### config.mk
export PLATFORM = sky130hd
export DESIGN_NAME = sector_buffer_lru_cache_core_flat
export DESIGN_NICKNAME = d
export VERILOG_FILES = /design/src/rtl/core/sblc_pkg.sv /design/src/rtl/core/sblc_req_if.sv /design/src/rtl/core/sblc_rsp_if.sv /design/src/rtl/core/sblc_ctrl.sv /design/src/rtl/core/sblc_dp.sv /design/src/rtl/core/sector_buffer_lru_cache_core.sv /design/src/flat_wrapper.sv
export SDC_FILE = /design/constraint.sdc
export NUM_CORES = 1
export LEC_CHECK = 0
export BUFFER_PORTS_ARGS = -buffer_cell sky130_fd_sc_hd__buf_2
export CAP_MARGIN = 20
export CORE_ASPECT_RATIO = 0.8
export CORE_MARGIN = 2
export CORE_UTILIZATION = 38
export DETAILED_ROUTE_END_ITERATION = 10
export PLACE_DENSITY = 0.53
export SLEW_MARGIN = 0
export SYNTH_ARGS = -nofsm -noshare
export SYNTH_HDL_FRONTEND = slang
export SYNTH_HIERARCHICAL = 1
export SYNTH_SLANG_ARGS = --single-unit
### constraint.sdc
create_clock -name clk_i -period 4.1 [get_ports clk_i]
set_input_delay 0 -clock clk_i [delete_from_list [all_inputs] [get_ports clk_i]]
set_output_delay 0 -clock clk_i [all_outputs]
set_load 0.02 [all_outputs]
### src/rtl/core/sblc_pkg.sv
// Shared widths, result codes and controller/datapath signal groups for the sector buffer.
`default_nettype none

package sblc_pkg;

  // Field widths.
  localparam int unsigned SECTOR_W = 16;
  localparam int unsigned NOW_W    = 32;
  localparam int unsigned DISK_W   = 16;
  localparam int unsigned STATUS_W = 2;
  localparam int unsigned SLOT_W   = 3;

  // Configuration and sizing defaults.
  localparam logic [DISK_W-1:0] DISK_SECTORS_RST = 16'd2880;
  localparam int unsigned       SLOTS_DEF        = 8;

  // Result codes carried in the status field.
  typedef enum logic [STATUS_W-1:0] {
    RES_HIT    = 2'd0,
    RES_FILLED = 2'd1,
    RES_FAILED = 2'd2,
    RES_OOB    = 2'd3
  } res_status_e;

  // Commands from the controller to the datapath.
  typedef struct packed {
    logic load_req;  // capture an accepted request
    logic lookup;    // range check and tag compare, refresh on a hit
    logic scan;      // one step of the least-recently-used search
    logic commit;    // retag the victim
    logic out_load;  // move the finished result into the output register
  } sblc_cmd_t;

  // Status from the datapath to the controller.
  typedef struct packed {
    logic oob;        // sector lies beyond the disk
    logic hit;        // a valid slot holds the sector
    logic scan_last;  // the search is on its final slot
  } sblc_sts_t;

endpackage

`default_nettype wire

### src/rtl/core/sblc_req_if.sv
// Request channel interface: sector number, timestamp and fill outcome.
`default_nettype none

interface sblc_req_if;
  logic                          valid;
  logic                          ready;
  logic [sblc_pkg::SECTOR_W-1:0] sector;
  logic [sblc_pkg::NOW_W-1:0]    now;
  logic                          fill_ok;

  modport source (output valid, output sector, output now, output fill_ok, input ready);
  modport sink   (input valid, input sector, input now, input fill_ok, output ready);
endinterface

`default_nettype wire

### src/rtl/core/sblc_rsp_if.sv
// Response channel interface: result code and buffer slot.
`default_nettype none

interface sblc_rsp_if;
  logic                          valid;
  logic                          ready;
  logic [sblc_pkg::STATUS_W-1:0] status;
  logic [sblc_pkg::SLOT_W-1:0]   slot;

  modport source (output valid, output status, output slot, input ready);
  modport sink   (input valid, input status, input slot, output ready);
endinterface

`default_nettype wire

### src/rtl/core/sblc_ctrl.sv
// Controller state machine sequencing lookup, victim search, retag and result hand-off.
`default_nettype none

module sblc_ctrl (
  input  wire logic                clk_i,
  input  wire logic                rst_ni,
  input  wire logic                in_valid_i,
  output logic                     in_ready_o,
  output logic                     out_valid_o,
  input  wire logic                out_ready_i,
  input  wire sblc_pkg::sblc_sts_t sts_i,
  output sblc_pkg::sblc_cmd_t      cmd_o
);
  import sblc_pkg::*;

  typedef enum logic [2:0] {
    ST_IDLE,
    ST_LOOKUP,
    ST_SCAN,
    ST_COMMIT,
    ST_FINISH
  } state_e;

  state_e state_q, state_d;
  logic   out_valid_q;
  logic   accept;

  assign in_ready_o  = (state_q == ST_IDLE);
  assign out_valid_o = out_valid_q;
  assign accept      = in_valid_i && in_ready_o;

  always_comb begin
    state_d        = state_q;
    cmd_o          = '0;
    cmd_o.load_req = accept;
    unique case (state_q)
      ST_IDLE: begin
        if (accept) state_d = ST_LOOKUP;
      end
      ST_LOOKUP: begin
        cmd_o.lookup = 1'b1;
        state_d      = (sts_i.oob || sts_i.hit) ? ST_FINISH : ST_SCAN;
      end
      ST_SCAN: begin
        cmd_o.scan = 1'b1;
        if (sts_i.scan_last) state_d = ST_COMMIT;
      end
      ST_COMMIT: begin
        cmd_o.commit = 1'b1;
        state_d      = ST_FINISH;
      end
      ST_FINISH: begin
        if (!out_valid_q || out_ready_i) begin
          cmd_o.out_load = 1'b1;
          state_d        = ST_IDLE;
        end
      end
      default: state_d = ST_IDLE;
    endcase
  end

  always_ff @(posedge clk_i or negedge rst_ni) begin
    if (!rst_ni) begin
      state_q     <= ST_IDLE;
      out_valid_q <= 1'b0;
    end else begin
      state_q <= state_d;
      if (cmd_o.out_load) begin
        out_valid_q <= 1'b1;
      end else if (out_ready_i) begin
        out_valid_q <= 1'b0;
      end
    end
  end

  a_accept_to_lookup: assert property (@(posedge clk_i) disable iff (!rst_ni)
    accept |=> state_q == ST_LOOKUP)
    else $error("accepted request did not enter lookup");

  a_scan_end_commits: assert property (@(posedge clk_i) disable iff (!rst_ni)
    (state_q == ST_SCAN && sts_i.scan_last) |=> state_q == ST_COMMIT)
    else $error("victim search end did not lead to retag");

  a_no_overwrite: assert property (@(posedge clk_i) disable iff (!rst_ni)
    (out_valid_q && !out_ready_i) |-> !cmd_o.out_load)
    else $error("pending result overwritten");

endmodule

`default_nettype wire

### src/rtl/core/sblc_dp.sv
// Datapath: tag store, valid bits, last-use memory, victim search and result registers.
`default_nettype none

module sblc_dp #(
  parameter int unsigned SLOTS = sblc_pkg::SLOTS_DEF
) (
  input  wire logic                          clk_i,
  input  wire logic                          rst_ni,
  input  wire logic                          cfg_we_i,
  input  wire logic [sblc_pkg::DISK_W-1:0]   cfg_wdata_i,
  input  wire logic [sblc_pkg::SECTOR_W-1:0] sector_i,
  input  wire logic [sblc_pkg::NOW_W-1:0]    now_i,
  input  wire logic                          fill_ok_i,
  input  wire sblc_pkg::sblc_cmd_t           cmd_i,
  output sblc_pkg::sblc_sts_t                sts_o,
  output logic [sblc_pkg::STATUS_W-1:0]      status_o,
  output logic [sblc_pkg::SLOT_W-1:0]        slot_o
);
  import sblc_pkg::*;

  localparam int unsigned IDX_W = $clog2(SLOTS);

  logic [DISK_W-1:0]   disk_sectors_q;
  logic [SECTOR_W-1:0] sec_q;
  logic [NOW_W-1:0]    now_q;
  logic                ok_q;

  logic [SECTOR_W-1:0] tag_q [SLOTS];
  logic [SLOTS-1:0]    valid_q;
  logic [SLOTS-1:0]    lu_set_q;
  logic [NOW_W-1:0]    lu_mem [SLOTS];

  logic [SLOTS-1:0]    match;
  logic [IDX_W-1:0]    hit_idx;
  logic                oob;

  logic [IDX_W-1:0]    idx_q;
  logic [IDX_W-1:0]    rd_addr;
  logic [NOW_W-1:0]    rd_data_q;
  logic                rd_set_q;
  logic [NOW_W-1:0]    rd_eff;
  logic [NOW_W-1:0]    best_q;
  logic [IDX_W-1:0]    pick_q;

  logic                lu_we;
  logic [IDX_W-1:0]    lu_wa;
  logic                hit_write;

  res_status_e         res_status_q;
  logic [SLOT_W-1:0]   res_slot_q;
  logic [STATUS_W-1:0] out_status_q;
  logic [SLOT_W-1:0]   out_slot_q;

  // Sector zero is always inside the disk.
  assign oob = (sec_q != '0) && (sec_q >= disk_sectors_q);

  always_comb begin
    for (int k = 0; k < SLOTS; k++) begin
      match[k] = valid_q[k] && (tag_q[k] == sec_q);
    end
  end

  always_comb begin
    hit_idx = '0;
    for (int k = SLOTS - 1; k >= 0; k--) begin
      if (match[k]) hit_idx = IDX_W'(k);
    end
  end

  assign sts_o.oob       = oob;
  assign sts_o.hit       = |match;
  assign sts_o.scan_last = (idx_q == IDX_W'(SLOTS - 1));

  assign hit_write = cmd_i.lookup && !oob && (|match);
  assign lu_we     = hit_write || (cmd_i.commit && ok_q);
  assign lu_wa     = cmd_i.commit ? pick_q : hit_idx;
  assign rd_addr   = cmd_i.lookup ? '0 : idx_q + IDX_W'(1);
  assign rd_eff    = rd_set_q ? rd_data_q : '0;

  always_ff @(posedge clk_i or negedge rst_ni) begin
    if (!rst_ni) begin
      disk_sectors_q <= DISK_SECTORS_RST;
      valid_q        <= '0;
      lu_set_q       <= '0;
    end else begin
      if (cfg_we_i) disk_sectors_q <= cfg_wdata_i;
      if (lu_we) lu_set_q[lu_wa] <= 1'b1;
      if (cmd_i.commit) valid_q[pick_q] <= ok_q;
    end
  end

  // Last-use memory: one write port, one registered read port.
  always_ff @(posedge clk_i) begin
    if (lu_we) lu_mem[lu_wa] <= now_q;
    rd_data_q <= lu_mem[rd_addr];
    rd_set_q  <= lu_set_q[rd_addr];
  end

  always_ff @(posedge clk_i) begin
    if (cmd_i.load_req) begin
      sec_q <= sector_i;
      now_q <= now_i;
      ok_q  <= fill_ok_i;
    end
    if (cmd_i.commit) tag_q[pick_q] <= sec_q;
  end

  // Victim search: strict less-than keeps the lowest index on a tie.
  always_ff @(posedge clk_i) begin
    if (cmd_i.lookup) begin
      idx_q <= '0;
    end else if (cmd_i.scan) begin
      idx_q <= idx_q + IDX_W'(1);
      if (idx_q == '0 || rd_eff < best_q) begin
        best_q <= rd_eff;
        pick_q <= idx_q;
      end
    end
  end

  always_ff @(posedge clk_i) begin
    if (cmd_i.lookup) begin
      if (oob) begin
        res_status_q <= RES_OOB;
        res_slot_q   <= '0;
      end else begin
        res_status_q <= RES_HIT;
        res_slot_q   <= SLOT_W'(hit_idx);
      end
    end else if (cmd_i.commit) begin
      res_status_q <= ok_q ? RES_FILLED : RES_FAILED;
      res_slot_q   <= SLOT_W'(pick_q);
    end
    if (cmd_i.out_load) begin
      out_status_q <= res_status_q;
      out_slot_q   <= res_slot_q;
    end
  end

  assign status_o = out_status_q;
  assign slot_o   = out_slot_q;

  a_unique_tags: assert property (@(posedge clk_i) disable iff (!rst_ni)
    $onehot0(match))
    else $error("sector held by more than one valid slot");

  a_fill_validates: assert property (@(posedge clk_i) disable iff (!rst_ni)
    (cmd_i.commit && ok_q) |=> valid_q[$past(pick_q)])
    else $error("successful fill left victim invalid");

  a_oob_result: assert property (@(posedge clk_i) disable iff (!rst_ni)
    (cmd_i.lookup && oob) |=> (res_status_q == RES_OOB && res_slot_q == '0))
    else $error("out-of-disk request gave wrong result");

endmodule

`default_nettype wire

### src/rtl/core/sector_buffer_lru_cache_core.sv
// Top level of the sector buffer tag and replacement controller.
`default_nettype none

// A small fully associative sector buffer of SLOTS entries. Each request
// carries a sector number, a timestamp and the outcome of the device fill;
// each produces exactly one response with a result code and a slot. A
// nonzero sector at or beyond disk_sectors is rejected without touching any
// state. A hit refreshes the slot's last-use time. On a miss the slot with
// the oldest last-use time is chosen (lowest index on a tie), retagged, and
// becomes valid with a fresh time only if the fill succeeds; otherwise it is
// left invalid with its old time. The victim search reads one last-use entry
// per cycle through the single read port of the last-use memory. A finished
// response waits in an output register, so the next request is accepted
// while it is still pending. A finished result that finds the previous
// response still untaken waits until that response is taken. The
// disk_sectors register may only be written while no request is in flight.
module sector_buffer_lru_cache_core #(
  parameter int unsigned SLOTS = sblc_pkg::SLOTS_DEF
) (
  input  wire logic                        clk_i,
  input  wire logic                        rst_ni,
  input  wire logic                        cfg_we_i,
  input  wire logic [sblc_pkg::DISK_W-1:0] cfg_wdata_i,
  sblc_req_if.sink                         req_i,
  sblc_rsp_if.source                       rsp_o
);
  import sblc_pkg::*;

  sblc_cmd_t cmd;
  sblc_sts_t sts;

  // The controller owns the handshakes and the sequencing; it sees only the
  // three status flags from the datapath.
  sblc_ctrl u_ctrl (
    .clk_i       (clk_i),
    .rst_ni      (rst_ni),
    .in_valid_i  (req_i.valid),
    .in_ready_o  (req_i.ready),
    .out_valid_o (rsp_o.valid),
    .out_ready_i (rsp_o.ready),
    .sts_i       (sts),
    .cmd_o       (cmd)
  );

  // The datapath holds the configuration register, the tag and valid
  // stores, the last-use memory and the response register.
  sblc_dp #(
    .SLOTS (SLOTS)
  ) u_dp (
    .clk_i       (clk_i),
    .rst_ni      (rst_ni),
    .cfg_we_i    (cfg_we_i),
    .cfg_wdata_i (cfg_wdata_i),
    .sector_i    (req_i.sector),
    .now_i       (req_i.now),
    .fill_ok_i   (req_i.fill_ok),
    .cmd_i       (cmd),
    .sts_o       (sts),
    .status_o    (rsp_o.status),
    .slot_o      (rsp_o.slot)
  );

endmodule

`default_nettype wire

### src/flat_wrapper.sv
// flat-port wrapper written by rule: the top's interface ports become plain ports
module sector_buffer_lru_cache_core_flat import sblc_pkg::*;
#(
  parameter int unsigned SLOTS = sblc_pkg::SLOTS_DEF
)
  (clk_i, rst_ni, cfg_we_i, cfg_wdata_i, req_i_valid, req_i_sector, req_i_now, req_i_fill_ok, req_i_ready, rsp_o_valid, rsp_o_status, rsp_o_slot, rsp_o_ready);
  sblc_req_if req_i_i ();
  sblc_rsp_if rsp_o_i ();
  input  wire logic clk_i;
  input  wire logic rst_ni;
  input  wire logic cfg_we_i;
  input  wire logic [sblc_pkg::DISK_W-1:0] cfg_wdata_i;
  input wire logic [$bits(req_i_i.valid)-1:0] req_i_valid;
  input wire logic [$bits(req_i_i.sector)-1:0] req_i_sector;
  input wire logic [$bits(req_i_i.now)-1:0] req_i_now;
  input wire logic [$bits(req_i_i.fill_ok)-1:0] req_i_fill_ok;
  output wire logic [$bits(req_i_i.ready)-1:0] req_i_ready;
  output wire logic [$bits(rsp_o_i.valid)-1:0] rsp_o_valid;
  output wire logic [$bits(rsp_o_i.status)-1:0] rsp_o_status;
  output wire logic [$bits(rsp_o_i.slot)-1:0] rsp_o_slot;
  input wire logic [$bits(rsp_o_i.ready)-1:0] rsp_o_ready;
  assign req_i_i.valid = req_i_valid;
  assign req_i_i.sector = req_i_sector;
  assign req_i_i.now = req_i_now;
  assign req_i_i.fill_ok = req_i_fill_ok;
  assign req_i_ready = req_i_i.ready;
  assign rsp_o_valid = rsp_o_i.valid;
  assign rsp_o_status = rsp_o_i.status;
  assign rsp_o_slot = rsp_o_i.slot;
  assign rsp_o_i.ready = rsp_o_ready;
  sector_buffer_lru_cache_core #(.SLOTS(SLOTS)) u_core (.clk_i(clk_i), .rst_ni(rst_ni), .cfg_we_i(cfg_we_i), .cfg_wdata_i(cfg_wdata_i), .req_i(req_i_i), .rsp_o(rsp_o_i));
endmodule
==> out/qor.csv <==
metric,value,unit
clock_sinks,550,
ios,77,
hold_path_startpoint,req_i_now[7],
cp_cell_sequence,buf_4 -> xnor2_1 -> or4bb_1 -> nor4_1 -> a311oi_1 -> o21a_1 -> nor3b_4 -> buf_12,
ys_top_cells_by_area,"edfxtp_1 (64%), xnor2_1 (3.8%), dfrtp_1 (3.6%), mux4_2 (3.3%), dfxtp_1 (3.2%)",
vdd_ir_drop_max,0.000481,V
critPathKind,flip-flop to flip-flop,
r2r-start,u_core/u_dp/sec_q[5]$_DFFE_PP_,
maxCapViolCount,0,
path_max_fanout,17,
yosysWarnings,6,
multi_input_area,5980,µm²
cts_made_buffers,57,
syn-num-nets,1579,
vias,13000,
initial_core_util,38.5,%
ys_async_sr_fraction,6.55,%
r2r_setup_slack,320,ps
cts_setup_buffers,0,
dp.cells,2318,
fmaxAchievable,0.265,GHz
core_area,58200,µm²
synth_seq_cells,550,
drt_iter0_drc,1016,
hold_violations,0,
yosysMostFrequentCell,edfxtp_1,
worst_pin_slew,896,ps
place_ws,326,ps
rsz0062_at_grt,no,
timing.final.crit_share,92.1,%
cp.buffers_inverters,2,
grt_pass1_wl,82.2,mm
slowest_delay,580,ps
antenna_found_initial,2,
min_delay_worst_endpoint,u_core/u_dp/now_q[7]$_DFFE_PP_,
seqCellArea,16000,µm²
htreeDepth,2,
holdPathStages,2,
maxSlewViolCount,0,
clk_path_buf_depth,3,
fin_tns_setup,0,ps
p_leak,9.59,nW
status,"complete, no violations",
syn_to_final_growth,21.4,%
critPathArrivalTime,4080,ps
slew_headroom,38.7,%
drt_first_pass_iters,5,
drc,0,
worst_path_max_delay_cell,edfxtp_1,
dieHeight,221,µm
die_area,60900,µm²
n_antenna_cell,0,
drive_above_1_share,18.3,%
via_per_inst,5.13,
fin_skew,22.8,ps
nFillCells,4942,
cts_tree,done,
required,4410,ps
ys_types,71,
power.total,17.7,mW
rows,79,
wl_per_cell,21.3,µm
utilization,46.7,%
power_density,651,nW/µm²
routed_wl,53.8,mm
dp_hpwl,34.2,mm
yosysTopAreaCell,edfxtp_1,
layoutNonFillerInstCount,2524,
critPathTopFamily,simple AND/OR/NAND/NOR gates,
drtAntennaViolNets,0,
grt_usage,17.9,%
seq_area_frac_synth,71.3,%
place_congestion,0.820,
setup_viol,0,
layout_setup_ws,324,ps
clk_latency,620,ps
syn-mean-instance-area,15.4,µm²
clk_pin_slew,60,ps
syn_area,22400,µm²
hold_path_class,primary input to flip-flop,
grt_pass1_vias,13200,
regToRegEndpoint,u_core/u_dp/lu_mem[0][21]$_DFFE_PP_,
grt_max_degree,73,
synth-edff-count,478,
synth_cells,1459,
io_buffers,76,
synth_ff_type,edfxtp_1,
cts-root-buf,clkbuf_16,
synthTopCellsByCount,"edfxtp_1 (478), xnor2_1 (96), o21ai_0 (91), nand2_1 (79), a21oi_1 (78)",
die_w,275,µm
rr_worst_depth,8,
overflow,0,
synth_top_cell_area_share,64.1,%
start_kind,flip-flop,
endpoint_kind,flip-flop,
nNetsFinal,1829,
min_period,3780,ps
## cell families (layout without fill, tap and decap cells)
group	after synthesis	after routing	synth area share, %
AOI/OAI and AO/OA	261	261	7.30
xor gates and xnor gates	129	129	5.04
adders and majority gates	50	50	2.79
buffers and inverters	125	421	2.39
DFF	550	550	71.3
muxes	46	46	3.95
and+or+nand+nor	298	298	7.20
## flip-flops by register name, summed over array words and instances, names as in the netlist, 8 cells and up
register and count:
u_core/u_dp/lu_mem 256, u_core/u_dp/tag_q 128, u_core/u_dp/best_q 32, u_core/u_dp/now_q 32, u_core/u_dp/rd_data_q 32, u_core/u_dp/disk_sectors_q 16, u_core/u_dp/sec_q 16, u_core/u_dp/lu_set_q 8
u_core/u_dp/valid_q 8
## power breakdown
part | total [mW] | leakage [nW] | switching, mW | internal [mW]
registers | 7.65 | 5.10 | 0.520 | 7.13
logic | 4.93 | 3.56 | 2.99 | 1.94
clock network | 5.13 | 0.925 | 2.13 | 3.00
## layer usage
metal / GRT usage [%] / routed length, µm / vias up / share of wire, %
met5: 0 / 0 / - / 0
met4: 4.39 / 870 / 0 / 1.6
met3: 2.94 / 2790 / 64 / 5.2
met2: 24.4 / 22200 / 283 / 41
met1: 29.3 / 28000 / 6575 / 52
li1: - / - / 6038 / -
## how the worst max path moves through the flow
stage | startpoint | to | slack (ps) | cells after the start
after floorplan | u_core/u_dp/sec_q[2]$_DFFE_PP_ | u_core/u_dp/lu_mem[2][0]$_DFFE_PP_ | -320 | 9
after global placement | u_core/u_dp/sec_q[5]$_DFFE_PP_ | u_core/u_dp/lu_mem[0][8]$_DFFE_PP_ | 370 | 8
after detailed placement | u_core/u_dp/sec_q[3]$_DFFE_PP_ | u_core/u_dp/lu_mem[7][7]$_DFFE_PP_ | 330 | 9
after CTS | u_core/u_dp/sec_q[3]$_DFFE_PP_ | u_core/u_dp/lu_mem[7][29]$_DFFE_PP_ | 290 | 9
after global routing | u_core/u_dp/sec_q[3]$_DFFE_PP_ | u_core/u_dp/lu_mem[7][15]$_DFFE_PP_ | 150 | 9
final | u_core/u_dp/sec_q[5]$_DFFE_PP_ | u_core/u_dp/lu_mem[0][21]$_DFFE_PP_ | 320 | 8
## timing repair
action                                 4_1_cts  5_1_grt
resized for setup                            0        0
hold buffers                                99        1
endpoints found under the hold margin      100       11
## worst reg2reg max path, cell delays in order (launching register included)
cell	delay [ps]
edfxtp_1	580
buf_4	290
xnor2_1	290
or4bb_1	530
nor4_1	580
a311oi_1	220
o21a_1	380
nor3b_4	370
buf_12	220
## cell usage in the layout (no fill, tap or decap), types with 20 or more instances in the layout
master / count
a21o_1: 20
a21oi_1: 78
and2_1: 34
buf_2: 76
buf_4: 66
clkbuf_16: 58
dfrtp_1: 32
dfxtp_1: 35
dlygate4sd3_1: 100
edfxtp_1: 478
ha_1: 50
inv_1: 56
mux4_2: 33
nand2_1: 76
nand4_1: 36
nor2_1: 20
nor3_1: 42
o21ai_0: 91
o22a_1: 35
xnor2_1: 96
xor2_1: 33
## stage by stage
step                cell area (µm²)  hold slack [ps]
floorplan                     22400             -296
global placement              24300              176
detailed placement            24300              178
CTS                           27200             49.6
global route                  27200             69.2
finish                        27200             83.2
## layout make-up
cell class | instances | share of cell area (%)
clock inverter | 31 | 1.13
inverter | 58 | 0.800
tap | 769 | 3.54
sequential | 550 | 58.7
multi-input combinational | 784 | 22.0
clock buffer | 74 | 5.74
timing repair buffer | 258 | 8.07
Note: power is estimated with default switching activity, not from simulation.
